$ cat src/hdl/kmrd_pkg.sv
package kmrd_pkg;

    localparam int ROWS = 8;
    localparam int COLS = 16;

    localparam int ROW_W    = 4;
    localparam int COL_W    = 16;
    localparam int TICK_W   = 8;
    localparam int ROW_AW   = (ROWS > 1) ? $clog2(ROWS) : 1;

    localparam int IN_DATA_W  = ((ROW_W + COL_W + 7) / 8) * 8;
    localparam int OUT_DATA_W = ((ROW_W + 2 * COL_W + 7) / 8) * 8;

    localparam logic [TICK_W-1:0] DEBOUNCE_RESET = TICK_W'(3);

    typedef logic [TICK_W-1:0] tick_t;

    typedef struct packed {
        logic [COL_W-1:0]            bits;
        logic [COLS-1:0][TICK_W-1:0] cnt;
    } row_rec_t;

    typedef struct packed {
        logic              we;
        logic [ROW_AW-1:0] addr;
        row_rec_t          rec;
    } row_wr_t;

endpackage

$ cat src/hdl/kmrd_row_store.sv
module kmrd_row_store
(
    input  logic                          clk,
    input  logic                          rst_n,
    input  logic [kmrd_pkg::ROW_AW-1:0]   rd_addr,
    output kmrd_pkg::row_rec_t            rd_rec,
    input  kmrd_pkg::row_wr_t             wr
);

    kmrd_pkg::row_rec_t rows_reg [kmrd_pkg::ROWS];

    always_ff @(posedge clk or negedge rst_n)
    begin
        if (!rst_n)
        begin
            for (int r = 0; r < kmrd_pkg::ROWS; r++)
            begin
                rows_reg[r] <= '0;
            end
        end
        else if (wr.we)
        begin
            rows_reg[wr.addr] <= wr.rec;
        end
    end

    assign rd_rec = rows_reg[rd_addr];

endmodule

$ cat src/hdl/kmrd_row_update.sv
module kmrd_row_update
(
    input  logic                          row_ok,
    input  logic [kmrd_pkg::COL_W-1:0]    raw,
    input  kmrd_pkg::tick_t               ticks,
    input  kmrd_pkg::row_rec_t            cur,
    output kmrd_pkg::row_rec_t            nxt,
    output logic [kmrd_pkg::COL_W-1:0]    pressed_now,
    output logic [kmrd_pkg::COL_W-1:0]    pressed_before
);

    logic [kmrd_pkg::COL_W-1:0] now_bits;

    always_comb
    begin
        now_bits = '0;
        nxt      = cur;
        for (int c = 0; c < kmrd_pkg::COLS; c++)
        begin
            if (cur.cnt[c] == '0)
            begin
                now_bits[c] = raw[c];
            end
            else
            begin
                now_bits[c]  = cur.bits[c];
                nxt.cnt[c]   = cur.cnt[c] - kmrd_pkg::TICK_W'(1);
            end
            if (now_bits[c] != cur.bits[c])
            begin
                nxt.cnt[c] = ticks;
            end
        end
        nxt.bits = now_bits;
    end

    assign pressed_now    = row_ok ? now_bits : '0;
    assign pressed_before = row_ok ? cur.bits : '0;

endmodule

$ cat src/hdl/key_matrix_row_debouncer.sv
// a result passes through the input register and then the output register before it is offered
// throughput: one transaction per cycle unless the output stalls, the row state is read
//   and written back in the cycle an item leaves the input register, so back-to-back rows chain
// reset: asynchronous, clears all debounced bits and hold-off counters,
//   sets debounce_ticks to 3 and empties both stages
module key_matrix_row_debouncer
(
    input  logic                                 clk,
    input  logic                                 rst_n,
    input  logic                                 cfg_we,
    input  logic [kmrd_pkg::TICK_W-1:0]          cfg_wdata,
    input  logic                                 s_axis_tvalid,
    output logic                                 s_axis_tready,
    // row_index[3:0], raw_columns[19:4], zero pad
    input  logic [kmrd_pkg::IN_DATA_W-1:0]       s_axis_tdata,
    output logic                                 m_axis_tvalid,
    input  logic                                 m_axis_tready,
    // row_out[3:0], pressed_now[19:4], pressed_before[35:20], zero pad
    output logic [kmrd_pkg::OUT_DATA_W-1:0]      m_axis_tdata
);

    localparam int RW = kmrd_pkg::ROW_W;
    localparam int CW = kmrd_pkg::COL_W;

    kmrd_pkg::tick_t             ticks_reg;
    logic                        s1_valid_reg;
    logic [RW-1:0]               s1_row_reg;
    logic [CW-1:0]               s1_raw_reg;
    logic                        out_valid_reg;
    logic [RW-1:0]               out_row_reg;
    logic [CW-1:0]               out_now_reg;
    logic [CW-1:0]               out_before_reg;

    logic                        s1_advance;
    logic                        in_take;
    logic                        row_ok;
    kmrd_pkg::row_rec_t          cur_rec;
    kmrd_pkg::row_rec_t          nxt_rec;
    kmrd_pkg::row_wr_t           wr;
    logic [CW-1:0]               now_bits;
    logic [CW-1:0]               before_bits;

    assign s1_advance    = s1_valid_reg && (!out_valid_reg || m_axis_tready);
    assign s_axis_tready = !s1_valid_reg || s1_advance;
    assign in_take       = s_axis_tvalid && s_axis_tready;
    assign row_ok        = ({1'b0, s1_row_reg} < (RW + 1)'(kmrd_pkg::ROWS));

    assign wr.we   = s1_advance && row_ok;
    assign wr.addr = s1_row_reg[kmrd_pkg::ROW_AW-1:0];
    assign wr.rec  = nxt_rec;

    kmrd_row_store u_store
    (
        .clk     (clk),
        .rst_n   (rst_n),
        .rd_addr (s1_row_reg[kmrd_pkg::ROW_AW-1:0]),
        .rd_rec  (cur_rec),
        .wr      (wr)
    );

    kmrd_row_update u_update
    (
        .row_ok         (row_ok),
        .raw            (s1_raw_reg),
        .ticks          (ticks_reg),
        .cur            (cur_rec),
        .nxt            (nxt_rec),
        .pressed_now    (now_bits),
        .pressed_before (before_bits)
    );

    always_ff @(posedge clk or negedge rst_n)
    begin
        if (!rst_n)
        begin
            ticks_reg     <= kmrd_pkg::DEBOUNCE_RESET;
            s1_valid_reg  <= 1'b0;
            out_valid_reg <= 1'b0;
        end
        else
        begin
            if (cfg_we)
            begin
                ticks_reg <= cfg_wdata;
            end
            if (s_axis_tready)
            begin
                s1_valid_reg <= s_axis_tvalid;
            end
            if (s1_advance)
            begin
                out_valid_reg <= 1'b1;
            end
            else if (m_axis_tready)
            begin
                out_valid_reg <= 1'b0;
            end
        end
    end

    always_ff @(posedge clk)
    begin
        if (in_take)
        begin
            s1_row_reg <= s_axis_tdata[RW-1:0];
            s1_raw_reg <= s_axis_tdata[RW+CW-1:RW];
        end
        if (s1_advance)
        begin
            out_row_reg    <= s1_row_reg;
            out_now_reg    <= now_bits;
            out_before_reg <= before_bits;
        end
    end

    assign m_axis_tvalid = out_valid_reg;
    assign m_axis_tdata  = kmrd_pkg::OUT_DATA_W'({out_before_reg, out_now_reg, out_row_reg});

endmodule

$ cat config.mk
export PLATFORM = sky130hd
export DESIGN_NAME = key_matrix_row_debouncer
export DESIGN_NICKNAME = d
export VERILOG_FILES = /design/src/hdl/kmrd_pkg.sv /design/src/hdl/kmrd_row_store.sv /design/src/hdl/kmrd_row_update.sv /design/src/hdl/key_matrix_row_debouncer.sv
export SDC_FILE = /design/constraint.sdc
export NUM_CORES = 2
export LEC_CHECK = 0
export CAP_MARGIN = 20
export CORE_ASPECT_RATIO = 0.8
export CORE_UTILIZATION = 60
export DETAILED_ROUTE_END_ITERATION = 8
export DONT_BUFFER_PORTS = 1
export PLACE_DENSITY = 0.76
export SLEW_MARGIN = 15
export SYNTH_ARGS = -nofsm -noshare
export SYNTH_HDL_FRONTEND = slang
export SYNTH_SLANG_ARGS = --single-unit
export TNS_END_PERCENT = 100
$ cat constraint.sdc
create_clock -name clk -period 3.88 [get_ports clk]
set_input_delay 0.582 -clock clk [delete_from_list [all_inputs] [get_ports clk]]
set_output_delay 0.582 -clock clk [all_outputs]
set_load 0.02 [all_outputs]
==> impl_metrics.toml <==
[grt]
grt_busiest_layer = "met2"
grtUsageTotal_pct = 31.7
grt_first_pass_wirelength_um = 238000
antenna_found_initial = 1
use_met2_pct = 48.0
met1_usage_pct = 46.6
grt_pass1_vias = 40100
grt_start_max_net_pins = 1163
gr-total-overflow = 0
use_met3_pct = 6.33

[sta]
worst_slack_ps = 185
hold_violations = 11
tns_ps = 0
timing.final.crit_share_pct = 95.2
rsz0062_at_grt = "false"
hold_ws_ps = -32.7
maxSlewHeadroom_pct = 9.00
finalCriticalPeriod_ps = 3700
fin_skew_ps = 30.2
setup_viol = 0
max_freq_mhz = 271
drv_slew = 0
tightest_slew_ps = 1370

[die]
core-area_sq_mm = 0.0952
die-width_um = 349
die-height_um = 280
die_area_sq_mm = 0.0975
io_pins = 79
rows = 101
start_util_pct = 60.7

[routing]
via_count = 40000
drtAntennaViolNets = 0
wl_per_cell_um = 23.8
drtPass1Iterations = 6
wl_um = 151000
vias_per_cell = 6.30
drc = 0
first_iter_violations = 4005

[clock_tree]
cts_max_level = 3
cts.path.max_buffers = 3
clkSlewWorstSetupHoldPaths_ps = 60
clk_latency_ps = 710
cts_sinks = 1218
root_buffer = "clkbuf_16"
cts_setup_buffers = 0
cts_buffers = 116
tritoncts = "yes"

[power]
p_leak_nw = 28.4
finalPower_mw = 52.3
p_per_area_mw_per_mm2 = 816
vdd_drop_max_uv = 491

[synthesis]
synthXorXnorAreaFrac_pct = 1.23
yosysWarnings = 0
synthesis.area_sq_mm = 0.0578
synth_top_family_by_area = "multiplexers"
async_flop_share_pct = 95.4
ys_ff_latch = 1218
synth-adder-area-share_pct = 0.693
yosysUniqueCellTypes = 114
netlist_instances = 4968
synth_seq_area_share_pct = 53.3
synth.area.mux_share_pct = 20.0
synthSimpleGateAreaFrac_pct = 9.91
synth-edff-count = 56
synth_compound_area_share_pct = 11.6
synth_area_per_cell_sq_um = 11.6
synth-main-ff-cell = "dfrtp_1"

[place]
port_buffers = 0
place_inst = 6107
placed_area_sq_mm = 0.0596
dpl_worst_slack_ps = 230
dp_hpwl_um = 90000
gp_congestion = 0.877

[critical_path]
slowest_stage = "edfxtp_1"
r2r-start = "s1_row_reg[1]$_DFFE_PP_"
worst-setup-path-type = "reg2reg"
max_stage_delay_ps = 440
cp_max_fo = 25
path_common_cell = "buf_4"
endpoint_kind = "flop"
worstPathArrival_ps = 4130
path_cells = "buf_12 -> buf_4 -> buf_12 -> mux2_2 -> nand2_1 -> o2111ai_1 -> inv_1 -> ha_1 -> nor4b_4 -> buf_4 -> mux2i_1 -> buf_4 -> nor2_1"
crit_start = "s1_row_reg[1]$_DFFE_PP_"
worstSetupStartpointType = "flop"
r2r_setup_slack_ps = 180
required_ps = 4310

[final_layout]
nNetsFinal = 5036
fin_util_pct = 67.4
multi_input_area_sq_mm = 0.0253
drive_above_1_share_pct = 22.6
finalNonFillerCells = 6350
nFillCells = 6780
syn_to_final_growth_pct = 11.0
seqCellArea_sq_mm = 0.0308
largest_reg_flops = 1152
design_area_sq_mm = 0.0641

[flow_run]
maxCapViolations = 0

[status]
status = "finished with violations"
violations = "hold timing"

[worst_hold_path]
min_path_type = "in2async"
## synthesized netlist by cell type (all sizes together) (44+ instances only)
cell type	number	area share, %
mux4	241	9.4
nand3	52	0.47
mux2	360	7.0
a21oi	58	0.68
buf	113	1.6
mux2i	190	3.5
edfxtp	56	2.9
nand2	944	6.1
nor3	44	0.44
nor2	175	1.2
clkbuf	231	1.5
o21ai	863	7.5
xnor2	47	0.80
dfrtp	1160	50
## cells by family (layout without fill, tap and decap cells)
logic type | Yosys count | after routing
flip-flops | 1218 | 1218
adder cells (fa/ha/maj) | 32 | 32
other | 1 | 5
XOR/XNOR | 71 | 71
buffers and inverters | 378 | 469
AND/OR/NAND/NOR | 1350 | 1350
multiplexers | 791 | 791
AO/OA/AOI/OAI | 1127 | 1127
## report_power, final
| part | switching [mW] | total [mW] | internal, mW | leakage, nW |
|---|---|---|---|---|
| sequential | 2.97 | 21.1 | 18.2 | 15.6 |
| clock | 4.94 | 12.0 | 7.04 | 1.96 |
| combinational | 11.0 | 19.2 | 8.19 | 10.8 |
| total | 18.9 | 52.3 | 33.4 | 28.4 |
## area by class of cell
class                      count  share of cell area (%)
sequential                  1218                    48.0
multi-input combinational   3375                    39.4
clock buffer                 181                    5.40
timing repair buffer         222                    3.65
tap                         1287                    2.51
clock inverter                32                   0.872
inverter                      34                   0.207
antenna                        1                 0.00390
## placed cells by master (no fill, tap or decap), types with 21 or more instances in the layout
cell           Yosys  final
dfrtp_1         1160   1159
edfxtp_1          56     56
clkbuf_1         231     38
a21oi_1           35     33
nand3_1           50     50
xnor2_1           40     40
xor2_1            21     21
o22ai_1           25     25
nor2_1           171    163
mux4_2           241    241
ha_1              32     32
nand2_1          944    936
clkbuf_16          0    120
buf_4             43    154
clkbuf_8           0     23
o21ai_0          496    496
buf_12             0     38
a21oi_2           21     23
mux2_2           358    358
nor3_1            38     38
inv_1             31     29
dlygate4sd3_1      0     23
mux2i_1          169    168
o21ai_1          361    361
## critical path: cells and delay by family (launching register included)
kind / cells / cell delay, ps
AND/OR/NAND/NOR: 3 / 320
buffers and inverters: 6 / 1430
adder cells (fa/ha/maj): 1 / 260
multiplexers: 2 / 660
flip-flops: 1 / 440
AO/OA/AOI/OAI: 1 / 270
## worst paths after layout
check / endpoint / cells after the start
hold reg to reg: u_store.rows_reg[550]$_DFFE_PN0P_ / 2
setup reg to reg: out_now_reg[2]$_SDFFCE_PP0P_ / 13
setup / recovery: out_now_reg[2]$_SDFFCE_PP0P_ / 13
max in group asynchronous: u_store.rows_reg[173]$_DFFE_PN0P_ / 3
min in group clk: ticks_reg[3]$_DFFE_PN0P_ / 1
hold / removal: u_store.rows_reg[281]$_DFFE_PN0P_ / 1
## repair_timing
| item | CTS | global route |
|---|---|---|
| gates resized for setup | 0 | 11 |
| endpoints found under the setup margin | 0 | 63 |
| hold buffers | 22 | 2 |
| endpoints found under the hold margin | 1185 | 135 |
## metal layers
metal,part of all wire [%],vias up
met5,0,-
met4,3.3,0
li1,-,17800
met3,8.4,308
met1,43,20400
met2,46,1526
Note: power is estimated with default switching activity, not from simulation.
